===== config.mk =====
export PLATFORM = sky130hd
export DESIGN_NAME = kfts_div
export DESIGN_NICKNAME = d
export VERILOG_FILES = /design/src/sv/kfts_div.sv
export SDC_FILE = /design/constraint.sdc
export NUM_CORES = 1
export LEC_CHECK = 0
export BUFFER_PORTS_ARGS = -buffer_cell sky130_fd_sc_hd__buf_2
export CAP_MARGIN = 20
export CORE_MARGIN = 5
export CORE_UTILIZATION = 36
export DETAILED_ROUTE_END_ITERATION = 12
export PLACE_DENSITY = 0.61
export SLEW_MARGIN = 20
export SYNTH_ARGS = -nofsm -noshare
export SYNTH_HDL_FRONTEND = slang
export SYNTH_SLANG_ARGS = --single-unit

===== constraint.sdc =====
create_clock -name clk_i -period 8.36 [get_ports clk_i]
set_clock_uncertainty 0.05 [all_clocks]
set_input_delay 1.254 -clock clk_i [delete_from_list [all_inputs] [get_ports clk_i]]
set_output_delay 1.254 -clock clk_i [all_outputs]
set_load 0.02 [all_outputs]

===== src/sv/kfts_div.sv =====
`timescale 1ns / 1ps
// ----------------------------------------------------------------------------
// kfts_div: fixed point divider
// Restoring divide of (num << FRAC) / den, one bit per cycle, saturated.
// ----------------------------------------------------------------------------
module kfts_div #(
  parameter int W    = 32,
  parameter int FRAC = 16
) (
  input  logic                clk_i,
  input  logic                rst_ni,
  input  logic                start_i,
  input  logic signed [W-1:0] num_i,
  input  logic signed [W-1:0] den_i,
  output logic                done_o,
  output logic signed [W-1:0] quot_o
);
  localparam int NB = W + FRAC;
  localparam int CW = $clog2(NB + 1);

  logic [NB-1:0] dvd_q, dvd_d;
  logic [W:0]    rem_q, rem_d;
  logic [NB-1:0] quo_q, quo_d;
  logic [W-1:0]  den_q;
  logic          neg_q;
  logic [CW-1:0] cnt_q, cnt_d;
  logic          busy_q;
  logic [W:0]    trial;
  logic [W-1:0]  mag;
  logic [NB-1:0] lim;

  assign mag = num_i[W-1] ? (~num_i + 1'b1) : num_i;
  assign lim = neg_q ? {{FRAC{1'b0}}, 1'b1, {(W-1){1'b0}}}
                     : {{(FRAC+1){1'b0}}, {(W-1){1'b1}}};

  always_comb begin
    trial = {rem_q[W-1:0], dvd_q[NB-1]};
    dvd_d = {dvd_q[NB-2:0], 1'b0};
    rem_d = trial;
    quo_d = {quo_q[NB-2:0], 1'b0};
    if (trial >= {1'b0, den_q}) begin
      rem_d    = trial - {1'b0, den_q};
      quo_d[0] = 1'b1;
    end
    cnt_d = cnt_q - 1'b1;
  end

  always_ff @(posedge clk_i or negedge rst_ni) begin
    if (!rst_ni) begin
      busy_q <= 1'b0;
      done_o <= 1'b0;
      cnt_q  <= '0;
    end else begin
      done_o <= 1'b0;
      if (start_i) begin
        busy_q <= 1'b1;
        cnt_q  <= CW'(NB);
      end else if (busy_q) begin
        cnt_q <= cnt_d;
        if (cnt_q == CW'(1)) begin
          busy_q <= 1'b0;
          done_o <= 1'b1;
        end
      end
    end
  end

  always_ff @(posedge clk_i) begin
    if (start_i) begin
      dvd_q <= {mag, {FRAC{1'b0}}};
      rem_q <= '0;
      quo_q <= '0;
      den_q <= den_i;
      neg_q <= num_i[W-1];
    end else if (busy_q) begin
      dvd_q <= dvd_d;
      rem_q <= rem_d;
      quo_q <= quo_d;
    end
  end

  // quotient only grows, so the saturation check at the end matches
  logic [NB-1:0] qs;
  assign qs = (quo_q > lim) ? lim : quo_q;
  assign quot_o = neg_q ? W'(~qs + 1'b1) : qs[W-1:0];
endmodule


-- After elaboration in Yosys (flattened, before gate mapping)
Index checks and enable logic that the tools add are counted.
- add/subtract/negate cells: 4
- $lt $le $gt $ge: 2
- eq/ne operators: 1
- muxes and demuxes: 16
- bitwise logic cells: 2
- reduce and logical (&&, ||, !) cells: 1
- operators by type and width (operator ; number):
    $mux W32 ; 5
    $mux W48 ; 2
    $add A32 B1 Y32 const B ; 2
    $not A32 Y32 ; 2
    $gt A48 B32 Y1 ; 1
    $ge A33 B32 Y1 ; 1
    $sub A32 B32 Y32 ; 1
    $mux W6 ; 2
    $mux W1 ; 7
    $eq A6 B1 Y1 const B ; 1
    $sub A6 B1 Y6 const B ; 1
    $reduce_bool A2 Y1 ; 1
- bits in registers: 153
- input bits: 67
- logic and storage cells: 34

-- Logic depth before layout (Yosys ltp)
Gate-level depths: netlist of the first run.
- depth in word-level cells: 6
- mapped depth: 21

-- Least setup slack after synthesis of the first run
No wires, ideal clock.
- kind: reg-to-output
- from: register neg_q
- to: output port quot_o[30]
- arrival time: 5.281 ns
- data required time: 7.056 ns
- slack: 1.775 ns
- cell stages (with the launch flop): 20
- cells stage by stage: edfxtp_1 clkbuf_1 clkinv_1 ha_1 and4_1 nand4_1 or3_1 o31ai_1 and2_1 clkbuf_1 nor2_1 clkbuf_1 a21oi_1 ha_1 clkbuf_1 nand4_1 or3_1 o41ai_1 xor2_1 a21oi_1
- word-level cells in the longest chain between the ends: 6
- ends and longest elaborated chain (what ; RTL line ; RTL):
    start, declared ; 25 ; logic neg_q;
    start signal, assigned ; 74 ; neg_q <= num_i[W-1];
    $mux W32 ; 33 ; assign lim = neg_q ? {{FRAC{1'b0}}, 1'b1, {(W-1){1'b0}}}
    $gt A48 B32 Y1 ; 84 ; assign qs = (quo_q > lim) ? lim : quo_q;
    $mux W32 ; 84 ;
    $not A32 Y32 ; 85 ; assign quot_o = neg_q ? W'(~qs + 1'b1) : qs[W-1:0];
    $add A32 B1 Y32 ; 85 ;
    $mux W32 (*) ; 85 ;
    end, declared ; 16 ; output logic signed [W-1:0] quot_o
Every way passes the cells marked *; elsewhere a longest branch is shown, timed or not.

-- Final worst setup path of the first run
Same ends and word-level chain as after synthesis.

==> results of run 1 <==
-- stage by stage --
step	area [um2]	util
after floorplan	9870	-
after global placement	10700	0.396
after detailed placement	10700	0.396
after CTS	11300	0.418
after global routing	11300	0.418
final	11300	0.418
-- power by group --
group / switching (mW) / internal, mW / total, mW
combinational: 0.117 / 0.0798 / 0.197
sequential: 0.0187 / 0.823 / 0.842
clock: 0.342 / 0.448 / 0.790
-- logic make-up (layout without fill, tap and decap cells) --
| kind of cell | after synthesis | count (layout) | share of synthesized area |
|---|---|---|---|
| XOR/XNOR | 72 | 72 | 0.0639 |
| multiplexers | 67 | 67 | 0.0681 |
| AO/OA/AOI/OAI | 282 | 282 | 0.192 |
| AND/OR/NAND/NOR | 353 | 353 | 0.168 |
| adder cells (fa/ha/maj) | 69 | 69 | 0.0882 |
| buffers and inverters | 104 | 188 | 0.0399 |
| flip-flops | 153 | 153 | 0.380 |
-- area by class of cell --
cell class	instances	area, um2	share of cell area
Multi-Input combinational cell	843	5740	0.510
Sequential cell	153	3760	0.334
Clock inverter	14	161	0.0143
Tap cell	341	427	0.0379
Timing Repair Buffer	107	562	0.0499
Inverter	49	184	0.0163
Clock buffer	18	429	0.0381
-- worst max-delay path, stage by stage (launching register included) --
cell	delay, ns
edfxtp_1	0.96
clkinv_1	0.55
ha_1	0.44
and4_1	0.25
nand4_1	0.13
or3_1	0.41
nor2_1	0.12
o31ai_1	0.11
and2_1	0.18
buf_4	0.22
a21oi_1	0.18
ha_1	0.37
nand4_1	0.29
or3_1	0.49
o41ai_1	0.34
xor2_1	0.20
a21oi_1	0.08
buf_2	0.20
-- layer usage --
| layer | track usage | up-vias | part of all wire |
|---|---|---|---|
| li1 | - | 4170 | - |
| met2 | 0.225 | 206 | 0.43 |
| met1 | 0.220 | 3783 | 0.50 |
| met3 | 0.0383 | 28 | 0.057 |
| met4 | 0.0416 | 0 | 0.014 |
| met5 | 0 | - | 0 |
-- cell usage after synthesis, types with 4 or more instances --
cell type	instances	share of area
nor2_1	167	0.063
o21a_1	4	0.0030
o211ai_1	8	0.0061
a31oi_1	6	0.0038
nand2_1	62	0.024
clkbuf_1	49	0.019
a21oi_1	91	0.046
nand3b_1	4	0.0030
and3_1	6	0.0038
nor2b_1	11	0.0070
inv_1	48	0.018
and4_1	5	0.0044
dfrtp_1	8	0.020
nor4_1	7	0.0044
and2_1	4	0.0025
nand4_1	12	0.0076
mux2i_1	66	0.067
xnor2_1	19	0.017
a311oi_1	9	0.0080
or3_1	17	0.011
nand2b_1	11	0.0070
a2111oi_0	5	0.0044
a211oi_1	27	0.021
o41ai_1	5	0.0044
edfxtp_1	65	0.20
a21o_1	28	0.021
ha_1	68	0.086
a221o_1	12	0.012
nand3_1	11	0.0056
o31ai_1	17	0.013
o21ai_0	40	0.020
xor2_1	53	0.047
dfxtp_1	80	0.16
nor3_1	20	0.010
-- sequential cells by signal, summed over array words and instances (netlist names) --
| signal | flops |
|---|---|
| busy_q | 1 |
| cnt_q | 6 |
| den_q | 32 |
| done_o | 1 |
| dvd_q | 32 |
| neg_q | 1 |
| quo_q | 48 |
| rem_q | 32 |
-- worst min path at each step --
stage,start,to,cells past startpoint
floorplan,quo_q[47],quo_q[47],2
global placement,rem_q[13],rem_q[13],2
detailed placement,rem_q[7],rem_q[7],2
CTS,rem_q[7],rem_q[7],2
global route,rem_q[7],rem_q[7],2
finish,rem_q[13],rem_q[14],2
==> reports/results.ini, run 1 <==
[outcome]
status = complete, no violations

[logic_synthesis]
synth_ff_type = dfxtp_1
yosysUniqueCellTypes = 66
synthCells = 1100
synth_area_um2 = 9870
synth_nets = 1236
yosys_register_bits = 153
synth_edf_count = 65
syn_avg_cell_area_um2 = 8.97
async_flop_share = 0.0523
seq_area_frac_synth = 0.380
yosysWarnings = 0

[clock_network]
numCtsBuffers = 17
cts_resized = 0
root_buffer = clkbuf_16
clock_tree.buffer_depth = 2
cts.htree.levels = 4
clock_latency_ns = 0.44
cts.sinks = 153
cts.clk_slew.worst_paths_ns = 0.07
cts_tree = done
cts_hold_buf = 0
postCtsSetupRepairBufs = 0

[power_and_ir_drop]
power.density_nw_per_um2 = 162
power_mw = 1.83
leakagePower_nw = 5.25
vdd_drop_max_mv = 0.109

[route]
vias = 8187
firstDrtPassIters = 5
ant_nets = 0
routed_via_density = 5.37
drc = 0
drt-wirelength-per-cell_um = 15.0
drt_iter0_markers = 512
drt_wl_total_um = 22900

[timing]
slew_violations = 0
layout_min_cycle_time_ns = 7.27
rsz0062_at_grt = no
slew_headroom = 0.325
fmax_ghz = 0.138
hold_ws_ns = 0.444
setup_violations = 0
fin_crit_sh = 0.869
tns_ns = 0
worst_slew_pin_slew_ns = 1.01
finalHoldViolCount = 0
layout_setup_ws_ns = 1.09

[critical_path]
reg2reg_from = den_q[6]
worstPathArrival_ns = 5.96
r2r_slack_ns = 4.39
critPathLaunchType = register
criticalPathCategory = register to output pin
end_kind = output pin
reg2reg_to = rem_q[28]
r2r_cells = 9
startpoint = neg_q
worstPathRequired_ns = 7.06
crit_end = quot_o[30]
critPathMaxFanout = 29

[floorplan]
fp.dieH_um = 176
dieArea_um2 = 30800
core_area_um2 = 27000
die_x_um = 176
initial_core_util = 0.366
row_count = 60
ios = 100

[placement]
pre_cts_slack_ns = 1.62
routabilityCongestion = 0.873
portBuffers = 99
dp_hpwl_um = 15900
dp.cells = 1493

[layout]
drive_gt1_frac = 0.126
layout.cells.non_filler = 1525
fillers = 2671
area_delta_synth_final_pct = 14.0
final_common_cell = nor2_1
layout.nets = 1307
layout_common_cells = nor2_1 (167), buf_2 (98), a21oi_1 (91), dfxtp_1 (80), ha_1 (68)
antenna_cells = 0

[global_routing]
grt_pass1_vias = 7854
gr-total-overflow = 0
antenna_found_initial = 0
grt_use_total = 0.152
grt_max_degree = 115
grt_pass1_wl_um = 39300

[flow_run]
cap_violations = 0

[worst_hold_path]
hold_class = register to register

Power figures use the tool's default switching activity.
==> run 2, diff against run 1 <==
Settings changed: MAX_ROUTING_LAYER from default to met4.
==> run 2 against run 1 <==
Compared with the run above: cell area unchanged; total power about the same; sequential share of layout area unchanged; clock power about the same; worst hold slack about the same; non-clock buffer count unchanged; count of clock-buffer cells in the layout unchanged; cell count unchanged; critical path type unchanged; largest power group unchanged; highest routed layer unchanged.
==> reports/results.ini, run 2 (synthesis gave the netlist of run 1 again) <==
[power_and_ir_drop]
power_mw = 1.83
power.density_nw_per_um2 = 162
vdd_drop_max_mv = 0.108
leakagePower_nw = 5.25

[timing]
fin_crit_sh = 0.868
finalHoldViolCount = 0
slew_headroom = 0.328
layout_min_cycle_time_ns = 7.26
fmax_ghz = 0.138
setup_violations = 0
tns_ns = 0
slew_violations = 0
rsz0062_at_grt = no
worst_slew_pin_slew_ns = 1.00

[layout]
multi_input_area_um2 = 5740
layout.nets = 1307
fin_util = 0.418
largest-register = quo_q
final_common_cell = nor2_1
largest_reg_flops = 48
fillers = 2671
layout_common_cells = nor2_1 (167), buf_2 (98), a21oi_1 (91), dfxtp_1 (80), ha_1 (68)
antenna_cells = 0
regArea_um2 = 3760
area_delta_synth_final_pct = 14.0
drive_gt1_frac = 0.126

[critical_path]
crit_slowest_cell = edfxtp_1
critPathMaxFanout = 29
cp_cell_sequence = clkinv_1 -> ha_1 -> and4_1 -> nand4_1 -> or3_1 -> nor2_1 -> o31ai_1 -> and2_1 -> buf_4 -> a21oi_1 -> ha_1 -> nand4_1 -> or3_1 -> o41ai_1 -> xor2_1 -> a21oi_1 -> buf_2
worstPathRequired_ns = 7.06
worstPathBufferInverterCount = 3
crit_family = simple AND/OR/NAND/NOR gates
criticalPathCategory = register to output pin
end_kind = output pin
critPathLaunchType = register
max_stage_delay_ns = 0.97
worstPathArrival_ns = 5.95

[route]
vias = 8149
drc = 0
routed_via_density = 5.34
drt-wirelength-per-cell_um = 15.1
drt_wl_total_um = 23000
dr_wl_met2_um = 9900
met3_wirelength_um = 1080
firstDrtPassIters = 5
met1_length_um = 11700
ant_nets = 0
drt_iter0_markers = 510
top_layer = met4

[floorplan]
fp.dieH_um = 176
initial_core_util = 0.366
ios = 100
core_area_um2 = 27000
die_x_um = 176
row_count = 60
dieArea_um2 = 30800

[global_routing]
grt_pass1_wl_um = 39300
grt_use_total = 0.156
gr-total-overflow = 0
antenna_found_initial = 0
grt_max_degree = 115
grt_pass1_vias = 7853

[clock_network]
root_buffer = clkbuf_16
clock_latency_ns = 0.43
cts_hold_buf = 0
cts.sinks = 153
cts_tree = done
postCtsSetupRepairBufs = 0
numCtsBuffers = 17
cts_resized = 0
clock_tree.buffer_depth = 2
cts.htree.levels = 4
cts.clk_slew.worst_paths_ns = 0.07

[placement]
routabilityCongestion = 0.889
dp_hpwl_um = 15900
portBuffers = 99

[worst_hold_path]
hold_class = register to register

[outcome]
status = complete, no violations

[flow_run]
cap_violations = 0

-- run 2: cell counts in the layout (fill, tap and decap cells not counted) --
No cell type changed its count.
-- run 2: layout make-up --
cell class,count,area share
repair buffers,107,0.0499
clock buffers,18,0.0381
flip-flops and latches,153,0.334
multi-input cells,843,0.510
clock inverters,14,0.0143
well taps,341,0.0379
inverters,49,0.0163
-- run 2: worst reg2reg max path, cell delays in order, from the launching register on --
cell and delay [ns]:
edfxtp_1 0.32, inv_1 0.04, ha_1 0.34, a211o_1 0.35, o31ai_1 0.37, a32oi_2 0.32
a2111oi_2 0.78, a221o_1 0.73, a221oi_1 0.10, a2111oi_0 0.44
-- run 2: routing by layer --
| metal | up-vias | track usage |
|---|---|---|
| li1 | 4168 | - |
| met1 | 3782 | 0.221 |
| met2 | 177 | 0.226 |
| met3 | 22 | 0.0359 |
| met4 | 0 | 0.0406 |
| met5 | - | - |
-- run 2: metrics by stage --
stage	cells	hold WS (ns)	setup WS [ns]	area, um2
final	1525	0.444	1.10	11300
after global routing	1525	0.467	0.467	11300
after CTS	1525	0.445	1.12	11300
after detailed placement	1493	0.434	1.62	10700
after global placement	1493	0.427	1.83	10700
after floorplan	1100	0.411	1.78	9870
-- run 2: final timing paths --
kind	slack, ns	cells past startpoint	to	startpoint
setup / recovery	1.10	17	quot_o[30]	neg_q
hold / removal	0.44	2	rem_q[14]	rem_q[13]
setup reg to reg	4.40	9	rem_q[28]	den_q[6]
hold reg to reg	0.44	2	rem_q[14]	rem_q[13]
max in group asynchronous	7.44	1	busy_q	rst_ni
min in group asynchronous	0.61	1	cnt_q[4]	rst_ni
-- run 2: power breakdown --
group	total (mW)	internal (mW)	switching [mW]	leakage, nW
Clock	0.790	0.448	0.342	0.286
Combinational	0.197	0.0798	0.117	3.57
Sequential	0.842	0.823	0.0188	1.39
Total	1.83	1.35	0.478	5.25
==> run 3, diff against run 2 <==
Settings changed: CORE_UTILIZATION 36 to 55, PLACE_DENSITY 0.61 to 0.83.
==> run 3 against run 2 <==
Compared with the run above: sequential power about the same; fmax fell by 4.8%; first-iteration DRC count grew 15%; non-clock buffer count decreased by 2; largest power group unchanged; worst setup slack got worse by 0.36 ns.
==> reports/results.ini, run 3 (synthesis gave the netlist of run 1 again) <==
[outcome]
status = complete, no violations

[timing]
slew_violations = 0
hold_ws_ns = 0.454
worst_slew_pin_slew_ns = 1.05
layout_min_cycle_time_ns = 7.62
tns_ns = 0
fmax_ghz = 0.131
fin_crit_sh = 0.911
rsz0062_at_grt = no
setup_violations = 0
finalHoldViolCount = 0
slew_headroom = 0.299

[critical_path]
crit_family = simple AND/OR/NAND/NOR gates
end_kind = output pin
crit_slowest_cell = and2_1
cp_cell_sequence = buf_4 -> buf_4 -> ha_1 -> a21o_1 -> a21o_1 -> a211o_1 -> o211ai_1 -> a21oi_1 -> o31ai_1 -> and2_1 -> nor2_1 -> a21oi_1 -> ha_1 -> nand4_1 -> or3_1 -> o41ai_1 -> xor2_1 -> a21oi_1 -> buf_2
criticalPathCategory = register to output pin
max_stage_delay_ns = 0.80
critPathLaunchType = register
cp_common_cell = a21oi_1
critPathMaxFanout = 34
worstPathArrival_ns = 6.31
r2r_slack_ns = 4.38
worstPathRequired_ns = 7.06
worstPathBufferInverterCount = 3

[clock_network]
numCtsBuffers = 17
cts.sinks = 153
cts.clk_slew.worst_paths_ns = 0.06
cts_hold_buf = 0
postCtsSetupRepairBufs = 0
clock_tree.buffer_depth = 2
cts_tree = done
cts.htree.levels = 4
root_buffer = clkbuf_16
clock_latency_ns = 0.43
cts_resized = 0

[placement]
portBuffers = 99
place_area_um2 = 10500
routabilityCongestion = 0.891
dp_hpwl_um = 15300

[power_and_ir_drop]
power_mw = 1.82
vdd_drop_max_mv = 0.147
leakagePower_nw = 5.25
power.density_nw_per_um2 = 164
clkPwrFrac = 0.429
pwr-share-comb = 0.109
p_seq_frac = 0.462
p_sw_mw = 0.455
p_sw_frac = 0.250
intPower_mw = 1.36

[layout]
final_cell_area_um2 = 11100
drive_gt1_frac = 0.124
area_delta_synth_final_pct = 12.6
largest_reg_flops = 48
antenna_cells = 0
fin_util = 0.623
final_common_cell = nor2_1
largest-register = quo_q
layout_common_cells = nor2_1 (167), buf_2 (98), a21oi_1 (91), dfxtp_1 (80), ha_1 (68)
layout.nets = 1305

[route]
ant_nets = 0
drt_wl_total_um = 21800
vias = 8337
firstDrtPassIters = 5
drc = 0
drt_iter0_markers = 585
routed_via_density = 5.91
drt-wirelength-per-cell_um = 15.5

[global_routing]
grt_pass1_wl_um = 36700
grt_max_degree = 102
antenna_found_initial = 0
grt_use_total = 0.221
gr-total-overflow = 0
grt_pass1_vias = 7859

[floorplan]
die_x_um = 144
dieArea_um2 = 20700
fp.dieH_um = 144
row_count = 49
ios = 100
initial_core_util = 0.553
core_area_um2 = 17800

[worst_hold_path]
hold_class = register to register

[flow_run]
cap_violations = 0

## run 3: stage by stage
step / setup WS (ns) / cells
after floorplan: 1.78 / 1100
after global placement: 1.48 / 1379
after detailed placement: 1.25 / 1379
after CTS: 0.813 / 1411
after global routing: 0.179 / 1411
final: 0.742 / 1411
## run 3: tightest hold or removal path: cells and delay by family (launching register included)
| kind | cells | cell delay, ns |
|---|---|---|
| DFF | 1 | 0.32 |
| AOI/OAI and AO/OA | 1 | 0.07 |
| and+or+nand+nor | 1 | 0.06 |
## run 3: worst paths after layout
check,startpoint,end,cells after the start
max in group asynchronous,rst_ni,busy_q,1
min reg2reg,rem_q[18],rem_q[19],2
max reg2reg,den_q[2],rem_q[28],10
max,neg_q,quot_o[30],19
min in group asynchronous,rst_ni,cnt_q[0],1
min,rem_q[18],rem_q[19],2
## run 3: layout make-up
cell class / instances / area [um2]
fill: 1500 / 6730
timing repair buffer: 105 / 551
clock inverter: 10 / 104
inverter: 49 / 184
sequential: 153 / 3760
clock buffer: 22 / 498
multi-input combinational: 843 / 5740
tap: 229 / 287
## run 3: power groups by stage
stage / Combinational, mW / Sequential (mW) / Clock, mW
floorplan: 0.139 / 0.853 / 0
global placement: 0.190 / 0.854 / 0
detailed placement: 0.197 / 0.856 / 0
CTS: 0.199 / 0.840 / 0.794
global route: 0.224 / 0.844 / 0.824
finish: 0.199 / 0.840 / 0.779
## run 3: routing by layer
layer / up-vias / GRT usage / part of all wire
li1: 4166 / - / -
met1: 3917 / 0.298 / 0.47
met2: 230 / 0.343 / 0.46
met3: 24 / 0.0387 / 0.054
met4: 0 / 0.0629 / 0.013
met5: - / - / 0
